[src/design/mcsc_pkg.sv]
`default_nettype none

package mcsc_pkg;

    // Input operations
    localparam logic [2:0] OP_NOTE_OFF   = 3'd0;
    localparam logic [2:0] OP_NOTE_ON    = 3'd1;
    localparam logic [2:0] OP_CTRL       = 3'd2;
    localparam logic [2:0] OP_PROGRAM    = 3'd3;
    localparam logic [2:0] OP_PITCH_BEND = 3'd4;

    // Controller numbers
    localparam logic [6:0] CC_DATA_MSB   = 7'd6;
    localparam logic [6:0] CC_VOLUME     = 7'd7;
    localparam logic [6:0] CC_EXPRESSION = 7'd11;
    localparam logic [6:0] CC_DATA_LSB   = 7'd38;
    localparam logic [6:0] CC_RPN_LSB    = 7'd100;
    localparam logic [6:0] CC_RPN_MSB    = 7'd101;
    localparam logic [6:0] CC_SOUND_OFF  = 7'd120;
    localparam logic [6:0] CC_RESET_ALL  = 7'd121;
    localparam logic [6:0] CC_NOTES_OFF  = 7'd123;

    // Output commands
    localparam logic [2:0] CMD_KEY_OFF     = 3'd0;
    localparam logic [2:0] CMD_KEY_ON      = 3'd1;
    localparam logic [2:0] CMD_SET_VOLUMES = 3'd2;
    localparam logic [2:0] CMD_SET_PITCH   = 3'd3;
    localparam logic [2:0] CMD_SEL_TONE    = 3'd4;

    localparam logic [3:0] NOISE_CHANNEL = 4'd9;

    // Channel state reset values
    localparam logic [6:0] RST_RPN        = 7'd127;
    localparam logic [6:0] RST_DATA       = 7'd0;
    localparam logic [6:0] RST_BEND_RANGE = 7'd2;
    localparam logic [6:0] RST_VOLUME     = 7'd64;
    localparam logic [6:0] RST_EXPRESSION = 7'd127;

    // ln2 in Q30, scaled onto the 98304 step of one octave
    localparam logic [31:0] LN2_Q30     = 32'd744261118;
    localparam logic [31:0] ONE_Q30     = 32'h4000_0000;
    localparam logic [3:0]  DIV_THREE   = 4'd3;
    localparam logic [3:0]  LAST_TERM   = 4'd12;
    localparam logic [10:0] PITCH_MAX   = 11'd2047;

    typedef struct packed {
        logic [2:0] operation;
        logic [3:0] channel;
        logic [6:0] first_data;
        logic [6:0] second_data;
    } t_in;

    typedef struct packed {
        logic [2:0] command;
        logic [3:0] target_channel;
        logic [4:0] voice_volume;
        logic [4:0] channel_volume;
        logic [6:0] key_number;
        logic [1:0] pitch_integer;
        logic [8:0] pitch_fraction;
        logic [6:0] program_number;
        logic       noise_tone;
        logic       last;
    } t_out;

    typedef enum logic [2:0] {
        EM_KEY_OFF,
        EM_KEY_ON,
        EM_VOLUMES,
        EM_VOL_ZERO,
        EM_TONE_PROG,
        EM_TONE_RESET,
        EM_PITCH,
        EM_PITCH_RESET
    } t_emit;

    typedef enum logic [3:0] {
        STEP_NONE,
        STEP_VMUL,
        STEP_E,
        STEP_QR,
        STEP_Y1,
        STEP_Y2,
        STEP_Y3,
        STEP_T1,
        STEP_T2,
        STEP_T3
    } t_step;

    typedef enum logic [4:0] {
        ST_IDLE,
        ST_DECODE,
        ST_KEYOFF,
        ST_VMUL,
        ST_VOLS,
        ST_KEYON,
        ST_TONE,
        ST_RKEYOFF,
        ST_RTONE,
        ST_RVOL,
        ST_RPITCH,
        ST_PE,
        ST_PQR,
        ST_PY1,
        ST_PY2,
        ST_PY3,
        ST_PT1,
        ST_PT2,
        ST_PT3,
        ST_PEMIT
    } t_state;

    typedef struct packed {
        logic  load;
        logic  apply_cc;
        logic  rst_chan;
        t_step step;
        logic  emit;
        t_emit kind;
        logic  last;
    } t_dp_cmd;

    typedef struct packed {
        logic [2:0] op;
        logic [6:0] ctrl;
        logic       vel_zero;
        logic       chan_ok;
        logic       chan_noise;
        logic       k_last;
        logic       out_free;
    } t_dp_stat;

    // floor(2^32 / k) for the series divisors
    function automatic logic [32:0] recip(input logic [3:0] k);
        logic [32:0] r;
        unique case (k)
            4'd1:    r = 33'h1_0000_0000;
            4'd2:    r = 33'h0_8000_0000;
            4'd3:    r = 33'h0_5555_5555;
            4'd4:    r = 33'h0_4000_0000;
            4'd5:    r = 33'h0_3333_3333;
            4'd6:    r = 33'h0_2AAA_AAAA;
            4'd7:    r = 33'h0_2492_4924;
            4'd8:    r = 33'h0_2000_0000;
            4'd9:    r = 33'h0_1C71_C71C;
            4'd10:   r = 33'h0_1999_9999;
            4'd11:   r = 33'h0_1745_D174;
            4'd12:   r = 33'h0_1555_5555;
            default: r = 33'h0;
        endcase
        return r;
    endfunction

endpackage

`default_nettype wire

[src/design/mcsc_ctrl.sv]
`default_nettype none

module mcsc_ctrl import mcsc_pkg::*; (
    input  wire logic     i_clk,
    input  wire logic     i_rst_n,
    input  wire logic     i_in_valid,
    output logic          o_in_stall,
    input  wire t_dp_stat i_stat,
    output t_dp_cmd       o_cmd
);

    t_state r_state;
    t_state n_state;

    always_ff @(posedge i_clk) begin
        if (!i_rst_n) begin
            r_state <= ST_IDLE;
        end else begin
            r_state <= n_state;
        end
    end

    // Next state
    always_comb begin
        n_state = r_state;
        unique case (r_state)
            ST_IDLE: begin
                if (i_in_valid) begin
                    n_state = ST_DECODE;
                end
            end
            ST_DECODE: begin
                if (!i_stat.chan_ok) begin
                    n_state = ST_IDLE;
                end else begin
                    priority case (i_stat.op)
                        OP_NOTE_OFF: n_state = ST_KEYOFF;
                        OP_NOTE_ON:  n_state = i_stat.vel_zero ? ST_KEYOFF : ST_VMUL;
                        OP_CTRL: begin
                            priority case (i_stat.ctrl)
                                CC_VOLUME, CC_EXPRESSION:  n_state = ST_VMUL;
                                CC_SOUND_OFF, CC_NOTES_OFF: n_state = ST_KEYOFF;
                                CC_RESET_ALL:              n_state = ST_RKEYOFF;
                                default:                   n_state = ST_IDLE;
                            endcase
                        end
                        OP_PROGRAM:    n_state = i_stat.chan_noise ? ST_IDLE : ST_TONE;
                        OP_PITCH_BEND: n_state = ST_PE;
                        default:       n_state = ST_IDLE;
                    endcase
                end
            end
            ST_KEYOFF:  if (i_stat.out_free) n_state = ST_IDLE;
            ST_VMUL:    n_state = ST_VOLS;
            ST_VOLS: begin
                if (i_stat.out_free) begin
                    n_state = (i_stat.op == OP_NOTE_ON) ? ST_KEYON : ST_IDLE;
                end
            end
            ST_KEYON:   if (i_stat.out_free) n_state = ST_IDLE;
            ST_TONE:    if (i_stat.out_free) n_state = ST_IDLE;
            ST_RKEYOFF: if (i_stat.out_free) n_state = ST_RTONE;
            ST_RTONE:   if (i_stat.out_free) n_state = ST_RVOL;
            ST_RVOL:    if (i_stat.out_free) n_state = ST_RPITCH;
            ST_RPITCH:  if (i_stat.out_free) n_state = ST_IDLE;
            ST_PE:      n_state = ST_PQR;
            ST_PQR:     n_state = ST_PY1;
            ST_PY1:     n_state = ST_PY2;
            ST_PY2:     n_state = ST_PY3;
            ST_PY3:     n_state = ST_PT1;
            ST_PT1:     n_state = ST_PT2;
            ST_PT2:     n_state = ST_PT3;
            ST_PT3:     n_state = i_stat.k_last ? ST_PEMIT : ST_PT1;
            ST_PEMIT:   if (i_stat.out_free) n_state = ST_IDLE;
            default:    n_state = ST_IDLE;
        endcase
    end

    // Outputs
    always_comb begin
        o_cmd.load     = 1'b0;
        o_cmd.apply_cc = 1'b0;
        o_cmd.rst_chan = 1'b0;
        o_cmd.step     = STEP_NONE;
        o_cmd.emit     = 1'b0;
        o_cmd.kind     = EM_KEY_OFF;
        o_cmd.last     = 1'b0;
        o_in_stall     = (r_state != ST_IDLE);
        unique case (r_state)
            ST_IDLE:   o_cmd.load = i_in_valid;
            ST_DECODE: begin
                o_cmd.apply_cc = i_stat.chan_ok && (i_stat.op == OP_CTRL);
                o_cmd.rst_chan = i_stat.chan_ok && (i_stat.op == OP_CTRL)
                                 && (i_stat.ctrl == CC_RESET_ALL);
            end
            ST_KEYOFF: begin
                o_cmd.emit = 1'b1;
                o_cmd.kind = EM_KEY_OFF;
                o_cmd.last = 1'b1;
            end
            ST_VMUL:   o_cmd.step = STEP_VMUL;
            ST_VOLS: begin
                o_cmd.emit = 1'b1;
                o_cmd.kind = EM_VOLUMES;
                o_cmd.last = (i_stat.op != OP_NOTE_ON);
            end
            ST_KEYON: begin
                o_cmd.emit = 1'b1;
                o_cmd.kind = EM_KEY_ON;
                o_cmd.last = 1'b1;
            end
            ST_TONE: begin
                o_cmd.emit = 1'b1;
                o_cmd.kind = EM_TONE_PROG;
                o_cmd.last = 1'b1;
            end
            ST_RKEYOFF: begin
                o_cmd.emit = 1'b1;
                o_cmd.kind = EM_KEY_OFF;
            end
            ST_RTONE: begin
                o_cmd.emit = 1'b1;
                o_cmd.kind = EM_TONE_RESET;
            end
            ST_RVOL: begin
                o_cmd.emit = 1'b1;
                o_cmd.kind = EM_VOL_ZERO;
            end
            ST_RPITCH: begin
                o_cmd.emit = 1'b1;
                o_cmd.kind = EM_PITCH_RESET;
                o_cmd.last = 1'b1;
            end
            ST_PE:  o_cmd.step = STEP_E;
            ST_PQR: o_cmd.step = STEP_QR;
            ST_PY1: o_cmd.step = STEP_Y1;
            ST_PY2: o_cmd.step = STEP_Y2;
            ST_PY3: o_cmd.step = STEP_Y3;
            ST_PT1: o_cmd.step = STEP_T1;
            ST_PT2: o_cmd.step = STEP_T2;
            ST_PT3: o_cmd.step = STEP_T3;
            ST_PEMIT: begin
                o_cmd.emit = 1'b1;
                o_cmd.kind = EM_PITCH;
                o_cmd.last = 1'b1;
            end
            default: ;
        endcase
    end

endmodule

`default_nettype wire

[config.mk]
export PLATFORM = sky130hd
export DESIGN_NAME = mcsc_ctrl
export DESIGN_NICKNAME = d
export VERILOG_FILES = /design/src/design/mcsc_pkg.sv /design/src/design/mcsc_ctrl.sv
export SDC_FILE = /design/constraint.sdc
export NUM_CORES = 1
export LEC_CHECK = 0
export BUFFER_PORTS_ARGS = -buffer_cell sky130_fd_sc_hd__buf_4
export CAP_MARGIN = 10
export CORE_MARGIN = 5
export CORE_UTILIZATION = 30
export CTS_BUF_LIST = sky130_fd_sc_hd__clkbuf_4 sky130_fd_sc_hd__clkbuf_8
export DETAILED_ROUTE_END_ITERATION = 16
export GPL_ROUTABILITY_DRIVEN = 0
export PLACE_DENSITY = 0.59
export REMOVE_ABC_BUFFERS = 1
export SYNTH_ARGS = -nofsm -noshare
export SYNTH_HDL_FRONTEND = slang
export SYNTH_SLANG_ARGS = --single-unit
[constraint.sdc]
create_clock -name i_clk -period 4.6 [get_ports i_clk]
set_input_delay 0.23 -clock i_clk [delete_from_list [all_inputs] [get_ports i_clk]]
set_output_delay 0.23 -clock i_clk [all_outputs]
set_load 0.05 [all_outputs]
# Yosys cells after proc, flatten, opt, wreduce, memory -nomap -nowiden

Index checks and enable logic that the tools add are counted.

Divide/modulo/power cells: 0
Order comparisons: 0
Bitwise operators: 0
Reduce and logical (&&, ||, !) cells: 10
Equality and inequality tests: 35
Multipliers: 0
Muxes and demuxes: 19
Add/sub/neg operators: 0
Shift operators: 0

Operators with widths:

| operator                                            | count |
|---|---|
| one-hot mux 5 bit (16 select lines)                 | 1 |
| equality test 5 x 4 -> 1 bit, second input constant | 8 |
| one-hot mux 4 bit (9 select lines)                  | 1 |
| one-hot mux 4 bit (8 select lines)                  | 1 |
| 2-to-1 mux 5 bit                                    | 6 |
| equality test 7 bit, second input constant          | 3 |
| equality test 5 x 3 -> 1 bit, second input constant | 4 |
| equality test 5 bit, second input constant          | 4 |
| one-hot mux 4 bit (5 select lines)                  | 1 |
| equality test 5 x 2 -> 1 bit, second input constant | 2 |
| != test 2 bit, second input constant                | 5 |
| one-hot mux 3 bit (3 select lines)                  | 1 |
| equality test 7 x 3 -> 1 bit, second input constant | 1 |
| equality test 7 x 4 -> 1 bit, second input constant | 1 |
| equality test 3 x 2 -> 1 bit, second input constant | 2 |
| 2-to-1 mux 3 bit                                    | 2 |
| AND reduction 6 bit                                 | 1 |
| OR reduction 2 bit                                  | 3 |
| equality test 5 x 1 -> 1 bit, second input constant | 1 |
| zero test 5 bit                                     | 1 |
| nonzero test 5 bit                                  | 1 |
| OR reduction 5 bit                                  | 1 |
| 2-to-1 mux 2 bit                                    | 2 |
| 2-to-1 mux 4 bit                                    | 1 |
| other kinds (8)                                     | 10 |

Bits of input ports: 18
ROM bits: 0
Latch bits: 0
Bits in writable memories: 0
Register bits after elaboration: 5
Word-level logic and storage cells: 65
Memories: 0
Output and inout bits: 13

# Logic depth before layout (Yosys ltp)

Gate-level depths: netlist of the first run.

Depth in word-level cells: 6
Mapped depth: 7

# Worst setup path after synthesis of the first run

No wires, ideal clock.

Path type: register to output
Start: register r_state[3]
End: output o_cmd[9] (netlist name)
Data required time: 4.370 ns
Stages on the path, launching flop included: 5
Arrival: 2.605 ns
Slack: 1.765 ns
Cells stage by stage: dfxtp_1 > buf_6 > or4b_4 > nor4_2 > and3_1

RTL lines:

| item                     | line            | RTL |
|---|---|---|
| start: declaration       | mcsc_ctrl.sv:12 | `t_state r_state;` |
| start signal: assignment | mcsc_ctrl.sv:19 | `r_state <= n_state;` |
| end: declaration         | mcsc_ctrl.sv:9  | `output t_dp_cmd o_cmd` |

==> reports/results.tsv, run 1 <==
metric	value	unit
switching power as a share of total power	43.44	%
area enclosed by the die boundary	0.004016	mm^2
Antenna Nets Post-Route	0	
path class of the lowest-slack min-delay path	input pin to register	
Inserted Clock Buffers	3	
detailed-route wire length	2707	um
Core ar.	0.002734	mm^2
worst slew slack as a fraction of its limit	54.90	%
crit path DAT	2180	ps
most common cell after layout, fill and taps aside	sky130_fd_sc_hd__buf_4	
register ranked first by flip-flop count	r_state	
average cell area after synthesis	6.574	um^2
Worst VDD drop	0.0002039	V
proportion of synthesized chip area in sequential cells	11.71	%
required time at the worst-slack endpoint	4370	ps
Logic pwr share	48.8	%
standby leakage power	0.0004553	uW
Main synth FF type	sky130_fd_sc_hd__dfxtp_1	
outcome	complete, no violations	
number of warnings issued by yosys	0	
critical path endpoint category	output port	
clock slew seen by the registers of the worst setup and hold paths	50	ps
aggregate global routing overflow	0	
fraction of layout instances using a drive strength above 1	24.68	%
max-cap viol count	0	
clock latency on the worst-skew pair	240	ps
setup-violating endpoint count in the final report	0	
critical-path cell with the highest stage delay	sky130_fd_sc_hd__or4b_4	
Final Skew	5.751	ps
vias after detailed routing	1028	
Max Root-Sink Buffers	2	
slew at the pin closest to its max-slew limit	675.7	ps
cts-stage hold buffer count	0	
count of final hold-check violations	0	
post-synthesis to final-layout area growth	28.26	%
routed wirelength normalized by instance count	14.63	um
share of the clock period used by the worst path	52.32	%
Top Registers	r_state: 5 flops	
row count	19	
internal power	131.7	uW
most frequent cells in the layout	sky130_fd_sc_hd__buf_4 (30), sky130_fd_sc_hd__nor2_1 (11), sky130_fd_sc_hd__nand2b_1 (10), sky130_fd_sc_hd__a21oi_1 (10), sky130_fd_sc_hd__nand2_1 (10)	
DRT iter0 DRCs	44	
post-CTS sizing	0	
power per unit of standard cell area	212.4	mW/mm^2
peak clock frequency supported by timing	0.4155	GHz
clock tree from TritonCTS	done	
boundary pin count	31	
min Tclk post-route	2407	ps
sequential group share of total power	26.8	%
synthesized flop and latch total	5	
pin count of the biggest net entering global routing	23	
type of element launching the critical path	register	
Synth cell types	44	
Antenna Cells	0	
cell area after technology mapping	854.6	um^2
part of the total power dissipated in the clock network	24.4	%
Top Family by Delay on Critical Path	simple AND/OR/NAND/NOR gates	
Remaining DRCs	0	
largest fanout of any net on the critical path	19	
Total Power	232.8	uW
RSZ-0062 raised after global routing	no	
count of buffers from port buffering	30	
number of setup buffers added after CTS	0	
final total negative setup slack	0	ps
width of the die	63.37	um
wire length of the first global-routing pass	4547	um
vias per inst	5.557	
number of pins with negative max-slew slack in the final report	0	
HPWL after DPL	2038	um
Sink Count	5	
antenna violations before repair	0	
Die Span Y	63.37	um
count of nets after finishing	173	
power dissipated by switching net loads	101.1	uW
share of synthesized registers carrying an async set or reset	0	%
# H-tree levels	1	
global-route usage over all layers	13.36	%
crit path kind	register to output port	
Pre-antenna DRT Iters	4	
Worst path max stage delay	620	ps
WP buf/inv	1	
cells traversed along the worst timing path	or4b_4 > nor4_2 > and3_1 > buf_4	
Cells after Synth	130	
vias in the first global route	971	
number of synthesized flops with an enable pin	0	
Starting Density	31.26	%
clock tree root buffer cell	sky130_fd_sc_hd__clkbuf_4	
number of flip-flops under the largest register name	5	
==> final timing paths <==
kind / start / to / slack (ps) / cells after the start
worst min register to register: r_state[1]$_SDFFE_PN0P_ / r_state[1]$_SDFFE_PN0P_ / 700 / 2
worst min-delay path: i_rst_n / r_state[4]$_SDFFE_PN0P_ / 250 / 2
worst max-delay path: r_state[3]$_SDFFE_PN0P_ / o_cmd[9] / 2190 / 4
worst max register to register: r_state[3]$_SDFFE_PN0P_ / r_state[3]$_SDFFE_PN0P_ / 2500 / 5
==> metal layers <==
metal / part of all wire [%] / vias up / track usage (%)
li1: - / 525 / -
met1: 48 / 474 / 18.34
met2: 45 / 27 / 20.56
met3: 6.8 / 2 / 3.908
met4: 0.18 / 0 / 2.857
met5: 0 / - / 0
==> cells by family (layout without fill, tap and decap cells) <==
group                  after synthesis  in the layout  synth area share, %
buffers and inverters               16             40                8.785
XOR/XNOR                             1              1                1.025
AO/OA/AOI/OAI                       47             47                36.60
AND/OR/NAND/NOR                     61             61                41.88
flip-flops                           5              5                11.71
==> area by class of cell <==
class	count	area, um^2
fillers	291	1638
inverters	6	22.52
multi-input cells	109	679.4
clock buffers	4	30.03
repair buffers	30	225.2
well taps	31	38.79
flip-flops and latches	5	100.1
==> cells in the mapped netlist (3+ instances only) <==
library cell	instances	share of area, %
sky130_fd_sc_hd__clkbuf_1	8	3.5
sky130_fd_sc_hd__o21a_1	4	3.5
sky130_fd_sc_hd__nand3_1	3	1.8
sky130_fd_sc_hd__nor3_1	4	2.3
sky130_fd_sc_hd__nand2_1	10	4.4
sky130_fd_sc_hd__nor2b_1	6	4.4
sky130_fd_sc_hd__nand2b_1	10	7.3
sky130_fd_sc_hd__a31oi_1	3	2.2
sky130_fd_sc_hd__o32ai_1	3	3.1
sky130_fd_sc_hd__dfxtp_1	5	12
sky130_fd_sc_hd__inv_1	6	2.6
sky130_fd_sc_hd__a21oi_1	10	5.9
sky130_fd_sc_hd__o21ai_0	7	4.1
sky130_fd_sc_hd__o22ai_1	4	2.9
sky130_fd_sc_hd__nor2_1	11	4.8
==> power groups by stage <==
stage	registers [uW]	logic [uW]	clock network [uW]
2_1_floorplan	57.6	77.0	0
3_3_place_gp	62.0	112	0
3_5_place_dp	63.1	114	0
4_1_cts	62.3	114	58.7
5_1_grt	64.3	123	62.6
6_report	62.4	114	56.8
==> through the flow <==
step	worst slack (ps)	utilization (%)	hold WS [ps]	cell area, um^2	cells
detailed placement	2490	38.99	497.0	1066	181
global placement	2554	38.99	509.7	1066	181
floorplan	1717	-	347.5	802.0	120
global route	2077	40.09	254.1	1096	185
finish	2193	40.09	245.0	1096	185
CTS	2223	40.09	239.3	1096	185
No activity file was read; power rests on OpenSTA's default activity.
==> run 2: changes to the inputs <==
PLACE_DENSITY = 0.61   (was 0.59)
clock period = 2.1 ns   (was 4.6 ns; I/O delays follow)
==> reports/results.tsv, run 2 (synthesis results as in run 1) <==
metric	value	unit	change
worst slew slack as a fraction of its limit	66.31	%	was 54.90%
# H-tree levels	1		unchanged
vias after detailed routing	1087		was 1028
number of pins with negative max-slew slack in the final report	0		unchanged
Final Skew	4.122	ps	was 5.751 ps
R2R setup slack	260	ps	was 2500 ps
global-route usage over all layers	12.41	%	was 13.36%
pin count of the biggest net entering global routing	19		was 23
power per unit of standard cell area	453.7	mW/mm^2	was 212.4 mW/mm^2
number of fill cells in the layout	277		was 291
share of the clock period used by the worst path	94.81	%	
sequential group share of total power	23.1	%	was 26.8%
vias per inst	5.691		was 5.557
terminus of the critical flop-to-flop path	r_state[3]$_SDFFE_PN0P_		unchanged
count of final hold-check violations	0		unchanged
Remaining DRCs	0		unchanged
peak clock frequency supported by timing	0.5023	GHz	
clock tree from TritonCTS	done		unchanged
number of standard cells in the final layout excluding fillers	191		was 185
Logic pwr share	54.1	%	was 48.8%
placed instance count	187		was 181
Worst Hold End	r_state[4]$_SDFFE_PN0P_		unchanged
Antenna Nets Post-Route	0		unchanged
number of flip-flops under the largest register name	5		unchanged
post-synthesis to final-layout area growth	34.55	%	was 28.26%
boundary pin count	31		unchanged
register area	100.1	um^2	unchanged
area occupied by multi-input gates	688.2	um^2	was 679.4 um^2
cells traversed along the worst timing path	buf_4 > or3b_1 > or3_1 > o21ai_0 > buf_4		was or4b_4 > nor4_2 > and3_1 > buf_4
largest fanout of any net on the critical path	18		was 19
crit path DAT	1890	ps	was 2180 ps
width of the die	63.37	um	unchanged
detailed-route wire length	2617	um	was 2707 um
aggregate global routing overflow	0		unchanged
clock latency on the worst-skew pair	230	ps	was 240 ps
fraction of layout instances using a drive strength above 1	27.50	%	was 24.68%
part of the total power dissipated in the clock network	22.8	%	was 24.4%
required time at the worst-slack endpoint	2000	ps	was 4370 ps
wire length of the first global-routing pass	4326	um	was 4547 um
register ranked first by flip-flop count	r_state		unchanged
min Tclk post-route	1991	ps	
WP buf/inv	2		was 1
row count	19		unchanged
R2R cell count	5		unchanged
most common cell after layout, fill and taps aside	sky130_fd_sc_hd__buf_4		unchanged
internal power	301.3	uW	was 131.7 uW
most repeated library cell on the critical path	sky130_fd_sc_hd__buf_4		
Die Span Y	63.37	um	unchanged
tightest hold margin	146.5	ps	was 245.0 ps
Core ar.	0.002734	mm^2	unchanged
Worst VDD drop	0.0003678	V	was 0.0002039 V
hold_sp	i_rst_n		unchanged
Pre-antenna DRT Iters	4		unchanged
Top Registers	r_state: 5 flops		unchanged
count of nets after finishing	179		was 173
cts-stage hold buffer count	0		unchanged
slew at the pin closest to its max-slew limit	504.6	ps	was 675.7 ps
most frequent cells in the layout	sky130_fd_sc_hd__buf_4 (36), sky130_fd_sc_hd__nor2_1 (11), sky130_fd_sc_hd__nand2b_1 (10), sky130_fd_sc_hd__a21oi_1 (10), sky130_fd_sc_hd__nand2_1 (10)		was sky130_fd_sc_hd__buf_4 (30), sky130_fd_sc_hd__nor2_1 (11), sky130_fd_sc_hd__nand2b_1 (10), sky130_fd_sc_hd__a21oi_1 (10), sky130_fd_sc_hd__nand2_1 (10)
area enclosed by the die boundary	0.004016	mm^2	unchanged
Starting Density	31.26	%	unchanged
routed wirelength normalized by instance count	13.70	um	was 14.63 um
critical path endpoint category	output port		unchanged
Total Power	521.7	uW	was 232.8 uW
Sink Count	5		unchanged
path class of the lowest-slack min-delay path	input pin to register		unchanged
RSZ-0062 raised after global routing	no		unchanged
crit path kind	register to output port		unchanged
outcome	complete, no violations		unchanged
antenna violations before repair	0		unchanged
Worst path max stage delay	480	ps	was 620 ps
Inserted Clock Buffers	3		unchanged
critical-path cell with the highest stage delay	sky130_fd_sc_hd__or3b_1		was sky130_fd_sc_hd__or4b_4
type of element launching the critical path	register		unchanged
count of buffers from port buffering	30		unchanged
power dissipated by switching net loads	220.5	uW	was 101.1 uW
Top Family by Delay on Critical Path	simple AND/OR/NAND/NOR gates		unchanged
worst r2r src	r_state[2]$_SDFFE_PN0P_		was r_state[3]$_SDFFE_PN0P_
max-cap viol count	0		unchanged
vias in the first global route	976		was 971
Cells on Worst Hold Path	2		unchanged
DRT iter0 DRCs	68		was 44
clock slew seen by the registers of the worst setup and hold paths	40	ps	was 50 ps
standby leakage power	0.0004899	uW	was 0.0004553 uW
Max Root-Sink Buffers	2		unchanged
setup-violating endpoint count in the final report	0		unchanged
switching power as a share of total power	42.26	%	was 43.44%
HPWL after DPL	2126	um	was 2038 um
final core utilization	42.06	%	was 40.09%
clock tree root buffer cell	sky130_fd_sc_hd__clkbuf_4		unchanged
Antenna Cells	0		unchanged
==> run 2: changes by cell type in the layout (fill, tap and decap cells not counted), sizes merged <==
cell | before | now
buf | 30 | 36
==> run 2: final cells by class <==
class | instances | share of cell area (%)
multi-input cells | 109 | 59.85
repair buffers | 36 | 23.50
flip-flops and latches | 5 | 8.705
well taps | 31 | 3.373
clock buffers | 4 | 2.612
inverters | 6 | 1.959
==> run 2: repair_timing <==
item,in CTS,in global routing
setup endpoints to repair,0,1
setup buffers,0,0
resized for setup,0,1
==> run 2: how the worst max path moves through the flow <==
stage	from	end	slack [ps]	depth (start not counted)
5_1_grt	r_state[3]$_SDFFE_PN0P_	o_cmd[7]	10	5
4_1_cts	r_state[2]$_SDFFE_PN0P_	o_cmd[9]	80	4
6_report	r_state[3]$_SDFFE_PN0P_	o_cmd[7]	110	5
2_1_floorplan	r_state[3]$_SDFFE_PN0P_	o_cmd[9]	-660	3
3_3_place_gp	r_state[2]$_SDFFE_PN0P_	r_state[3]$_SDFFE_PN0P_	270	5
3_5_place_dp	r_state[2]$_SDFFE_PN0P_	r_state[3]$_SDFFE_PN0P_	290	5
==> run 2: metrics by stage <==
step                setup TNS (ps)  worst slack [ps]  area [um^2]
floorplan                    -1667            -658.3        802.0
global placement                 0             271.6         1111
CTS                              0             75.09         1141
global route                     0             12.54         1150
finish                           0             109.1         1150
detailed placement               0             285.4         1111
==> run 2: worst reg2reg max path, cell delays in order, from the launching register on <==
cell                       delay [ps]
sky130_fd_sc_hd__dfxtp_1          380
sky130_fd_sc_hd__or4b_4           530
sky130_fd_sc_hd__or2_4            260
sky130_fd_sc_hd__nor4b_1          300
sky130_fd_sc_hd__o221ai_1         160
sky130_fd_sc_hd__a21boi_1         140
==> run 2: routing by layer <==
metal  part of all wire [%]  global-route usage (%)  vias to the layer above
met2                     47                   20.81                       30
met5                      0                       0                        -
met1                     45                   15.76                      513
li1                       -                       -                      544
met4                      0                   1.039                        0
met3                    7.8                   4.440                        0
==> run 2: power groups by stage <==
stage / logic (uW) / clock network [uW] / registers, uW
4_1_cts: 278 / 125 / 121
5_1_grt: 305 / 133 / 123
2_1_floorplan: 169 / 0 / 126
3_3_place_gp: 276 / 0 / 122
3_5_place_dp: 278 / 0 / 122
6_report: 282 / 119 / 121
